## config.mk

```make
export PLATFORM = sky130hd
export DESIGN_NAME = log_interval_spectrum_averager
export DESIGN_NICKNAME = d
export VERILOG_FILES = /design/src/sv/lisa_pkg.sv /design/src/sv/lisa_div.sv /design/src/sv/log_interval_spectrum_averager.sv
export SDC_FILE = /design/constraint.sdc
export NUM_CORES = 2
export LEC_CHECK = 0
export BUFFER_PORTS_ARGS = -buffer_cell sky130_fd_sc_hd__buf_4
export CORE_UTILIZATION = 60
export CTS_BUF_LIST = sky130_fd_sc_hd__clkbuf_8
export DETAILED_ROUTE_END_ITERATION = 7
export PLACE_DENSITY = 0.76
export SLEW_MARGIN = 20
export SYNTH_ARGS = -nofsm -noshare
export SYNTH_HDL_FRONTEND = slang
export SYNTH_SLANG_ARGS = --single-unit
```

## constraint.sdc

```tcl
create_clock -name i_clk -period 10.18 [get_ports i_clk]
set_input_delay 1.527 -clock i_clk [delete_from_list [all_inputs] [get_ports i_clk]]
set_output_delay 1.527 -clock i_clk [all_outputs]
set_load 0.05 [all_outputs]
```

## src/sv/lisa_pkg.sv

```systemverilog
// shared constants for the log interval spectrum averager
package lisa_pkg;

    localparam int unsigned DEF_MAX_SLOTS   = 256;
    localparam int unsigned DEF_MAX_LENGTH  = 4096;
    localparam int unsigned DEF_SAMPLE_BITS = 32;

    localparam int unsigned CFG_W      = 9;
    localparam int unsigned SLOT_NUM_W = 8;
    localparam int unsigned END_W      = 13;
    localparam int unsigned NUM_W      = 9;
    localparam int unsigned CENTRE_W   = 14;

    // running sum saturates at +-(2^62-1), so its magnitude fits 62 bits
    localparam int unsigned SUM_W = 63;
    localparam int unsigned MAG_W = 62;

    localparam logic [CFG_W-1:0] SLOTS_RESET = 9'd64;
    localparam logic [NUM_W-1:0] NUM_MAX     = 9'h1FF;
    localparam int unsigned      DROP_DIV    = 3;

    localparam logic MODE_LOAD   = 1'b0;
    localparam logic MODE_SAMPLE = 1'b1;

endpackage

```

## src/sv/lisa_div.sv

```systemverilog
// restoring divider, one quotient bit per cycle, unsigned magnitude by count
module lisa_div #(
    parameter int unsigned DEN_W = 13
) (
    input  logic                        i_clk,
    input  logic                        i_rst_n,
    input  logic                        i_start,
    input  logic [lisa_pkg::MAG_W-1:0]  i_num,
    input  logic [DEN_W-1:0]            i_den,
    output logic                        o_done,
    output logic [lisa_pkg::MAG_W-1:0]  o_quot
);

    localparam int unsigned CNT_W = $clog2(lisa_pkg::MAG_W);

    logic                        r_busy;
    logic                        r_done;
    logic [CNT_W-1:0]            r_cnt;
    logic [DEN_W-1:0]            r_den;
    logic [DEN_W-1:0]            r_rem;
    logic [lisa_pkg::MAG_W-1:0]  r_q;

    logic [DEN_W:0]              w_sh;
    logic                        w_ge;
    logic [DEN_W:0]              w_diff;

    always_comb begin
        w_sh   = {r_rem, r_q[lisa_pkg::MAG_W-1]};
        w_ge   = (w_sh >= {1'b0, r_den});
        w_diff = w_sh - {1'b0, r_den};
    end

    always_ff @(posedge i_clk) begin
        if (!i_rst_n) begin
            r_busy <= 1'b0;
            r_done <= 1'b0;
            r_cnt  <= '0;
        end else begin
            r_done <= 1'b0;
            if (i_start) begin
                r_busy <= 1'b1;
                r_cnt  <= CNT_W'(lisa_pkg::MAG_W - 1);
            end else if (r_busy) begin
                r_cnt <= r_cnt - CNT_W'(1);
                if (r_cnt == '0) begin
                    r_busy <= 1'b0;
                    r_done <= 1'b1;
                end
            end
        end
    end

    always_ff @(posedge i_clk) begin
        if (i_start) begin
            r_den <= i_den;
            r_rem <= '0;
            r_q   <= i_num;
        end else if (r_busy) begin
            r_rem <= w_ge ? w_diff[DEN_W-1:0] : w_sh[DEN_W-1:0];
            r_q   <= {r_q[lisa_pkg::MAG_W-2:0], w_ge};
        end
    end

    assign o_done = r_done;
    assign o_quot = r_q;

endmodule

```

## src/sv/log_interval_spectrum_averager.sv

```systemverilog
// top level: log-spaced slot averaging of a spectrum with a sequenced divider
//
//  channel   direction  handshake                  payload
//  in        request    i_in_valid / o_in_ready    mode, slot number, end index, sample, last
//  out       result     o_out_valid / i_out_ready  point number, centre, mean, final flag
//  cfg       write      i_cfg_we                   slots in use (9 bits)
//
//  a table load is written in the idle state; a sample that closes no slot passes
//  through check and add; each empty slot skipped adds a look and a check; a slot
//  that closes with data also runs the 62-step restoring divider, then point and emit
//  a point waits for the output register; the sequencer also waits for the divider
//  reset is synchronous active low; the boundary table holds no reset value
module log_interval_spectrum_averager #(
    parameter int unsigned MAX_SLOTS   = lisa_pkg::DEF_MAX_SLOTS,
    parameter int unsigned MAX_LENGTH  = lisa_pkg::DEF_MAX_LENGTH,
    parameter int unsigned SAMPLE_BITS = lisa_pkg::DEF_SAMPLE_BITS
) (
    input  logic                                i_clk,
    input  logic                                i_rst_n,
    input  logic                                i_cfg_we,
    input  logic [lisa_pkg::CFG_W-1:0]          i_cfg_data,
    input  logic                                i_in_valid,
    output logic                                o_in_ready,
    input  logic                                i_mode,
    input  logic [lisa_pkg::SLOT_NUM_W-1:0]     i_slot_number,
    input  logic [lisa_pkg::END_W-1:0]          i_slot_end_index,
    input  logic signed [SAMPLE_BITS-1:0]       i_sample_value,
    input  logic                                i_last_sample,
    output logic                                o_out_valid,
    input  logic                                i_out_ready,
    output logic [lisa_pkg::NUM_W-1:0]          o_point_number,
    output logic [lisa_pkg::CENTRE_W-1:0]       o_centre_half_bins,
    output logic signed [SAMPLE_BITS-1:0]       o_mean_value,
    output logic                                o_final_point
);

    localparam int unsigned SLOT_W = $clog2(MAX_SLOTS);
    localparam int unsigned IDX_W  = $clog2(2 * MAX_LENGTH);
    localparam int unsigned CW     = IDX_W + 2;
    localparam logic [IDX_W-1:0] INDEX_LIMIT = IDX_W'(2 * MAX_LENGTH - 1);
    localparam logic signed [63:0] SUM_LIM = 64'sh3FFF_FFFF_FFFF_FFFF;
    localparam logic [lisa_pkg::MAG_W-1:0] POS_LIM =
        lisa_pkg::MAG_W'((64'd1 << (SAMPLE_BITS - 1)) - 64'd1);
    localparam logic [lisa_pkg::MAG_W-1:0] NEG_LIM =
        lisa_pkg::MAG_W'(64'd1 << (SAMPLE_BITS - 1));

    localparam logic [3:0] S_IDLE      = 4'd0;
    localparam logic [3:0] S_CHECK     = 4'd1;
    localparam logic [3:0] S_LOOK      = 4'd2;
    localparam logic [3:0] S_DIV       = 4'd3;
    localparam logic [3:0] S_POINT     = 4'd4;
    localparam logic [3:0] S_LOOP_EMIT = 4'd5;
    localparam logic [3:0] S_ADD       = 4'd6;
    localparam logic [3:0] S_LAST      = 4'd7;
    localparam logic [3:0] S_HELD_EMIT = 4'd8;
    localparam logic [3:0] S_NEW_EMIT  = 4'd9;

    logic [3:0]                         r_state;
    logic [lisa_pkg::CFG_W-1:0]         r_slots;
    logic [lisa_pkg::END_W-1:0]         r_table [MAX_SLOTS];
    logic [lisa_pkg::END_W-1:0]         r_tab_q;
    logic [SLOT_W-1:0]                  r_cur;
    logic [SLOT_W-1:0]                  r_last;
    logic [IDX_W-1:0]                   r_idx;
    logic signed [lisa_pkg::SUM_W-1:0]  r_sum;
    logic [IDX_W-1:0]                   r_cnt;
    logic [IDX_W-1:0]                   r_prev;
    logic [lisa_pkg::NUM_W-1:0]         r_pts;
    logic                               r_held_v;
    logic [lisa_pkg::NUM_W-1:0]         r_held_num;
    logic [lisa_pkg::CENTRE_W-1:0]      r_held_cen;
    logic signed [SAMPLE_BITS-1:0]      r_held_mean;
    logic [lisa_pkg::NUM_W-1:0]         r_new_num;
    logic [lisa_pkg::CENTRE_W-1:0]      r_new_cen;
    logic signed [SAMPLE_BITS-1:0]      r_new_mean;
    logic signed [SAMPLE_BITS-1:0]      r_samp;
    logic                               r_lastflag;
    logic                               r_emitted;
    logic                               r_fin;
    logic                               r_neg;
    logic [IDX_W-1:0]                   r_lidx;
    logic                               r_out_v;
    logic [lisa_pkg::NUM_W-1:0]         r_out_num;
    logic [lisa_pkg::CENTRE_W-1:0]      r_out_cen;
    logic signed [SAMPLE_BITS-1:0]      r_out_mean;
    logic                               r_out_fin;

    logic                               w_accept;
    logic                               w_out_free;
    logic                               w_close;
    logic                               w_drop;
    logic [31:0]                        w_last_full;
    logic [lisa_pkg::SUM_W-1:0]         w_abs;
    logic                               w_div_start;
    logic                               w_div_done;
    logic [lisa_pkg::MAG_W-1:0]         w_quot;
    logic signed [63:0]                 w_sum_t;
    logic signed [lisa_pkg::SUM_W-1:0]  n_sum;
    logic [IDX_W-1:0]                   n_cnt;
    logic [IDX_W-1:0]                   n_idx;
    logic [lisa_pkg::NUM_W-1:0]         n_pts;
    logic signed [SAMPLE_BITS-1:0]      n_mean;
    logic [CW-1:0]                      w_span;
    logic [CW-1:0]                      w_cnt_c;
    logic [CW-1:0]                      w_cen;
    logic [CW-1:0]                      w_drop_lhs;

    logic                               w_push;
    logic [lisa_pkg::NUM_W-1:0]         w_push_num;
    logic [lisa_pkg::CENTRE_W-1:0]      w_push_cen;
    logic signed [SAMPLE_BITS-1:0]      w_push_mean;
    logic                               w_push_fin;

    assign w_accept   = i_in_valid && (r_state == S_IDLE);
    assign w_out_free = !r_out_v || i_out_ready;

    always_comb begin
        w_last_full = (r_slots == '0) ? 32'd0 : 32'(r_slots) - 32'd1;
        if (w_last_full > 32'(MAX_SLOTS - 1)) begin
            w_last_full = 32'(MAX_SLOTS - 1);
        end
        w_close = (r_cur < r_last) && (32'(r_tab_q) < 32'(r_idx));
        w_abs   = r_sum[lisa_pkg::SUM_W-1] ? -r_sum : r_sum;

        w_sum_t = 64'(r_sum) + 64'(r_samp);
        if (w_sum_t > SUM_LIM) begin
            w_sum_t = SUM_LIM;
        end else if (w_sum_t < -SUM_LIM) begin
            w_sum_t = -SUM_LIM;
        end
        n_sum = lisa_pkg::SUM_W'(w_sum_t);
        n_cnt = (r_cnt < INDEX_LIMIT) ? r_cnt + IDX_W'(1) : r_cnt;
        n_idx = (r_idx < INDEX_LIMIT) ? r_idx + IDX_W'(1) : r_idx;
        n_pts = (r_pts < lisa_pkg::NUM_MAX) ? r_pts + lisa_pkg::NUM_W'(1) : r_pts;

        // drop if a point was emitted, or when count < prev / 3, i.e. 3 * (count + 1) <= prev
        w_drop_lhs = CW'(lisa_pkg::DROP_DIV) * (CW'(r_cnt) + CW'(1));
        w_drop     = r_emitted || (w_drop_lhs <= CW'(r_prev));

        if (!r_neg) begin
            n_mean = (w_quot > POS_LIM) ? SAMPLE_BITS'(POS_LIM) : SAMPLE_BITS'(w_quot);
        end else begin
            n_mean = (w_quot > NEG_LIM) ? SAMPLE_BITS'(NEG_LIM) : -SAMPLE_BITS'(w_quot);
        end

        w_span  = (CW'(r_lidx) << 1) + CW'(2);
        w_cnt_c = CW'(r_cnt);
        if (r_cnt == IDX_W'(1)) begin
            w_cen = CW'(r_lidx) << 1;
        end else if (w_cnt_c > w_span) begin
            w_cen = '0;
        end else begin
            w_cen = w_span - w_cnt_c;
        end
    end

    always_comb begin
        w_div_start = 1'b0;
        w_push      = 1'b0;
        w_push_num  = r_held_num;
        w_push_cen  = r_held_cen;
        w_push_mean = r_held_mean;
        w_push_fin  = 1'b0;
        case (r_state)
            S_CHECK: begin
                w_div_start = w_close && (r_cnt != '0);
            end
            S_LAST: begin
                w_div_start = !w_drop;
                w_push      = w_drop && r_held_v && w_out_free;
                w_push_fin  = 1'b1;
            end
            S_LOOP_EMIT, S_HELD_EMIT: begin
                w_push = r_held_v && w_out_free;
            end
            S_NEW_EMIT: begin
                w_push      = w_out_free;
                w_push_num  = r_new_num;
                w_push_cen  = r_new_cen;
                w_push_mean = r_new_mean;
                w_push_fin  = 1'b1;
            end
            default: begin
                w_push = 1'b0;
            end
        endcase
    end

    lisa_div #(
        .DEN_W (IDX_W)
    ) u_div (
        .i_clk   (i_clk),
        .i_rst_n (i_rst_n),
        .i_start (w_div_start),
        .i_num   (lisa_pkg::MAG_W'(w_abs)),
        .i_den   (r_cnt),
        .o_done  (w_div_done),
        .o_quot  (w_quot)
    );

    // boundary table
    always_ff @(posedge i_clk) begin
        if (w_accept && (i_mode == lisa_pkg::MODE_LOAD)
                && (32'(i_slot_number) < 32'(MAX_SLOTS))) begin
            r_table[SLOT_W'(i_slot_number)] <= i_slot_end_index;
        end
        r_tab_q <= r_table[r_cur];
    end

    always_ff @(posedge i_clk) begin
        if (!i_rst_n) begin
            r_slots <= lisa_pkg::SLOTS_RESET;
        end else if (i_cfg_we) begin
            r_slots <= i_cfg_data;
        end
    end

    // sequencer and spectrum state
    always_ff @(posedge i_clk) begin
        if (!i_rst_n) begin
            r_state   <= S_IDLE;
            r_cur     <= '0;
            r_idx     <= IDX_W'(1);
            r_sum     <= '0;
            r_cnt     <= '0;
            r_prev    <= '0;
            r_pts     <= '0;
            r_held_v  <= 1'b0;
            r_emitted <= 1'b0;
        end else begin
            case (r_state)
                S_IDLE: begin
                    if (w_accept && (i_mode == lisa_pkg::MODE_SAMPLE)) begin
                        r_last     <= SLOT_W'(w_last_full);
                        r_samp     <= i_sample_value;
                        r_lastflag <= i_last_sample;
                        r_emitted  <= 1'b0;
                        r_state    <= S_CHECK;
                    end
                end
                S_CHECK: begin
                    if (!w_close) begin
                        r_state <= S_ADD;
                    end else if (r_cnt != '0) begin
                        r_lidx  <= r_idx - IDX_W'(1);
                        r_neg   <= r_sum[lisa_pkg::SUM_W-1];
                        r_fin   <= 1'b0;
                        r_state <= S_DIV;
                    end else begin
                        r_prev  <= r_cnt;
                        r_cnt   <= '0;
                        r_sum   <= '0;
                        r_cur   <= r_cur + SLOT_W'(1);
                        r_state <= S_LOOK;
                    end
                end
                S_LOOK: begin
                    r_state <= S_CHECK;
                end
                S_DIV: begin
                    if (w_div_done) begin
                        r_state <= S_POINT;
                    end
                end
                S_POINT: begin
                    r_pts      <= n_pts;
                    r_new_num  <= n_pts;
                    r_new_cen  <= lisa_pkg::CENTRE_W'(w_cen);
                    r_new_mean <= n_mean;
                    r_state    <= r_fin ? S_HELD_EMIT : S_LOOP_EMIT;
                end
                S_LOOP_EMIT: begin
                    if (!r_held_v || w_out_free) begin
                        if (r_held_v) begin
                            r_emitted <= 1'b1;
                        end
                        r_held_v    <= 1'b1;
                        r_held_num  <= r_new_num;
                        r_held_cen  <= r_new_cen;
                        r_held_mean <= r_new_mean;
                        r_prev      <= r_cnt;
                        r_cnt       <= '0;
                        r_sum       <= '0;
                        r_cur       <= r_cur + SLOT_W'(1);
                        r_state     <= S_LOOK;
                    end
                end
                S_ADD: begin
                    r_sum <= n_sum;
                    r_cnt <= n_cnt;
                    if (r_lastflag) begin
                        r_state <= S_LAST;
                    end else begin
                        r_idx   <= n_idx;
                        r_state <= S_IDLE;
                    end
                end
                S_LAST: begin
                    if (!w_drop) begin
                        r_lidx  <= r_idx;
                        r_neg   <= r_sum[lisa_pkg::SUM_W-1];
                        r_fin   <= 1'b1;
                        r_state <= S_DIV;
                    end else if (!r_held_v || w_out_free) begin
                        r_cur    <= '0;
                        r_idx    <= IDX_W'(1);
                        r_sum    <= '0;
                        r_cnt    <= '0;
                        r_prev   <= '0;
                        r_pts    <= '0;
                        r_held_v <= 1'b0;
                        r_state  <= S_IDLE;
                    end
                end
                S_HELD_EMIT: begin
                    if (!r_held_v || w_out_free) begin
                        r_held_v <= 1'b0;
                        r_state  <= S_NEW_EMIT;
                    end
                end
                S_NEW_EMIT: begin
                    if (w_out_free) begin
                        r_cur    <= '0;
                        r_idx    <= IDX_W'(1);
                        r_sum    <= '0;
                        r_cnt    <= '0;
                        r_prev   <= '0;
                        r_pts    <= '0;
                        r_held_v <= 1'b0;
                        r_state  <= S_IDLE;
                    end
                end
                default: begin
                    r_state <= S_IDLE;
                end
            endcase
        end
    end

    // output register
    always_ff @(posedge i_clk) begin
        if (!i_rst_n) begin
            r_out_v <= 1'b0;
        end else if (w_push) begin
            r_out_v <= 1'b1;
        end else if (i_out_ready) begin
            r_out_v <= 1'b0;
        end
    end

    always_ff @(posedge i_clk) begin
        if (w_push) begin
            r_out_num  <= w_push_num;
            r_out_cen  <= w_push_cen;
            r_out_mean <= w_push_mean;
            r_out_fin  <= w_push_fin;
        end
    end

    assign o_in_ready         = (r_state == S_IDLE);
    assign o_out_valid        = r_out_v;
    assign o_point_number     = r_out_num;
    assign o_centre_half_bins = r_out_cen;
    assign o_mean_value       = r_out_mean;
    assign o_final_point      = r_out_fin;

endmodule
```

==> results_dict.tcl <==
set metrics [dict create \
    hold_viol 0 \
    cp_max_fo 62 \
    max-clock-path-buffers 4 \
    die_h_um 510.4 \
    grt_pass1_wl_mm 545.0 \
    fin_crit_sh_pct 74.89 \
    synthTopCellsByArea "edfxtp_1 70%, mux4_2 16%, dfxtp_1 2.2%, nor2_1 1.3%, ha_1 1.3%" \
    cts_tree "built" \
    hp-start "r_new_num[1]" \
    clockPowerShare_pct 33.5 \
    worst_slew_pin_slew_ns 1.146 \
    holdPathEnd "r_held_num[1]" \
    grt_max_degree 150 \
    ant_nets 0 \
    avgSynthCellArea_um2 19.42 \
    rows 186 \
    period_needed_ns 7.624 \
    clk_pin_slew_ns 0.06 \
    grt_pass1_vias 80470 \
    nFillCells 16260 \
    r2r_setup_slack_ns 2.56 \
    max-cap-violations 0 \
    min-delay-path-class "reg -> reg" \
    hold_depth 0 \
    clock-sinks 3794 \
    status "completed" \
    grt.overflow.total 0 \
    multi_input_area_mm2 0.04100 \
    syn_to_final_growth_pct 11.06 \
    setup_viol 0 \
    cpMostUsedCell "ha_1" \
    synth_top_area_cell "edfxtp_1" \
    end_kind "flop" \
    cts-root-buf "clkbuf_8" \
    ir_worst_vdd_v 0.0001790 \
    power_density_mw_per_mm2 204.7 \
    p_total_w 0.03526 \
    fp.dieW_um 510.4 \
    port_buffers 126 \
    syn-cell-area_mm2 0.1551 \
    drc 0 \
    cts_buffers 591 \
    start_kind "flop" \
    syn_nets 8217 \
    cp-startpoint "r_cnt[0]" \
    ys_ff_latch 3794 \
    synth_edf_count 3625 \
    ys_top_cells_by_count "3625 x edfxtp_1, 1102 x mux4_2, 552 x nor2_1" \
    fin_nets 8803 \
    arrival_ns 8.41 \
    pwr-share-comb_pct 17.0 \
    synth_most_common_cell "edfxtp_1" \
    io_pins 127 \
    antenna_found_initial 17 \
    worst_hold_slack_ns 0.4317 \
    cp_slowest_cell "dfxtp_1" \
    cts_hold_buf 0 \
    synth-seq-area-share_pct 72.36 \
    p_int_w 0.02593 \
    drtPass1Iterations 8 \
    p_sw_w 0.009330 \
    path_cells "ha_1 > nand3_1 > xnor2_1 > ha_1 > a21oi_1 > o221ai_1 > a21bo_2 > a211oi_1 > o21bai_1 > a21oi_1 > xnor2_1 > ha_1 > nand3_1 > a211oi_1 > o221ai_1 > a31oi_1 > nand2_1 > nand2_4 > or2_2 > buf_4" \
    drv_slew 0 \
    rsz0062_at_grt "no" \
    via_per_inst 6.598 \
    drt_wl_total_mm 374.9 \
    leakage_nw 54.67 \
    wire_per_inst_um 30.20 \
    crit_type "reg -> reg" \
    cts_setup_buffers 0 \
    drive_above_1_share_pct 26.97 \
    skew_ns 0.06310 \
    post_cts_resize_count 0 \
    regArea_mm2 0.1123 \
    p_seq_share_pct 49.5 \
    synth_flop_cell "edfxtp_1" \
    grt_use_total_pct 28.92 \
    clk_latency_ns 1.18 \
    r2r_end "u_div.o_quot[9]" \
    ys_warn_count 0 \
    r2r-start "r_cnt[0]" \
    hpwlAfterDp_mm 228.9 \
    drtIter0Drc 10090 \
    maxSlewHeadroom_pct 23.57 \
    start_util_pct 60.37 \
    tns_ns 0 \
    synthCells 7986 \
    yosysTopAreaCellShare_pct 70.18 \
    vias 81890 \
    place_congestion 0.9020 \
    synth_cell_type_count 93 \
    cts.htree.levels 6 \
    slowest_delay_ns 0.74 \
    core_mm2 0.2569 \
    r2r_cells 20 \
    crit_required_ns 10.97 \
    async_reset_ff_share_pct 0 \
    switching_share_pct 26.46 \
    fmax_mhz 131.2 \
    dieArea_mm2 0.2605 \
]
## layer usage
layer	share of wire (%)	up-vias	track usage, %
met3	9.5	637	6.000
li1	-	34110	-
met1	40	42740	41.84
met4	2.9	20	8.199
met5	0.036	-	0
met2	48	4382	45.31
## how the worst max path moves through the flow
stage / to / depth (start not counted)
floorplan: o_centre_half_bins[0] / 21
global placement: u_div.o_quot[8] / 20
detailed placement: u_div.o_quot[10] / 20
CTS: u_div.o_quot[30] / 20
global route: u_div.o_quot[29] / 20
finish: u_div.o_quot[9] / 20
## state kept, by name, summed over array words and instances, names as in the netlist, 14 cells and up
name                count
o_centre_half_bins     14
r_samp                 32
r_held_cen             14
r_table              3328
u_div.o_quot           62
r_held_mean            32
r_new_mean             32
o_mean_value           32
r_sum                  63
r_new_cen              14
## power groups by stage
stage               logic, W  clock network (W)  registers, W
finish               0.00601             0.0118        0.0175
global route         0.00634             0.0126        0.0175
detailed placement   0.00604                  0        0.0178
floorplan            0.00418                  0        0.0177
CTS                  0.00606             0.0120        0.0175
global placement     0.00596                  0        0.0178
## final cells by class
type                    count  share of cell area [%]
well taps                3384                   2.458
inverters                 143                  0.3116
clock buffers             609                   4.866
diodes                     12                 0.01743
clock inverters           428                   1.386
multi-input cells        3627                   23.80
repair buffers            415                   1.992
flip-flops and latches   3794                   65.17
## stage by stage
stage               worst slack, ns  util, %  cell area, um^2  cells
finish                        2.556    67.05           172300  12410
CTS                           2.660    67.01           172200  12400
floorplan                     3.036        -           155100   7986
global route                  2.067    67.04           172200  12400
global placement              2.819    62.77           161300  11360
detailed placement            2.704    62.82           161400  11360
## worst max-delay path: cells and delay by family, from the launching register on
kind | cells | cell delay (ns)
AOI/OAI and AO/OA | 9 | 2.69
and+or+nand+nor | 5 | 1.37
adders and majority gates | 3 | 1.33
DFF | 1 | 0.74
buffers and inverters | 1 | 0.62
xor gates and xnor gates | 2 | 0.42
## cell families after synthesis
family          after synthesis  synth area share [%]
flops                      3794                 72.36
simple gates               1252                 3.719
mux                        1208                 16.74
compound gates              805                 3.335
buf+inv                     565                 1.391
xor+xnor                    200                 1.129
fa+ha+maj                   162                 1.326
## placed cells by master (no fill, tap or decap), types with 27 or more instances in the layout
cell type / count
edfxtp_1: 3625
mux4_2: 1102
clkbuf_8: 613
nor2_1: 481
buf_4: 384
inv_1: 347
nand2_1: 267
a21oi_1: 245
dfxtp_1: 161
ha_1: 158
o21ai_0: 155
clkinv_1: 109
xor2_1: 106
xnor2_1: 94
nor2_2: 68
nand3_1: 66
mux2_2: 62
nor3_1: 60
nand4_1: 50
clkinv_2: 46
a22o_1: 45
mux2i_1: 44
a21o_1: 39
or3_1: 39
nor4_1: 38
nand2b_1: 35
o21ai_1: 35
o31ai_1: 31
a211oi_1: 29
nor2b_1: 27
o21a_1: 27
Power figures use the tool's default switching activity.
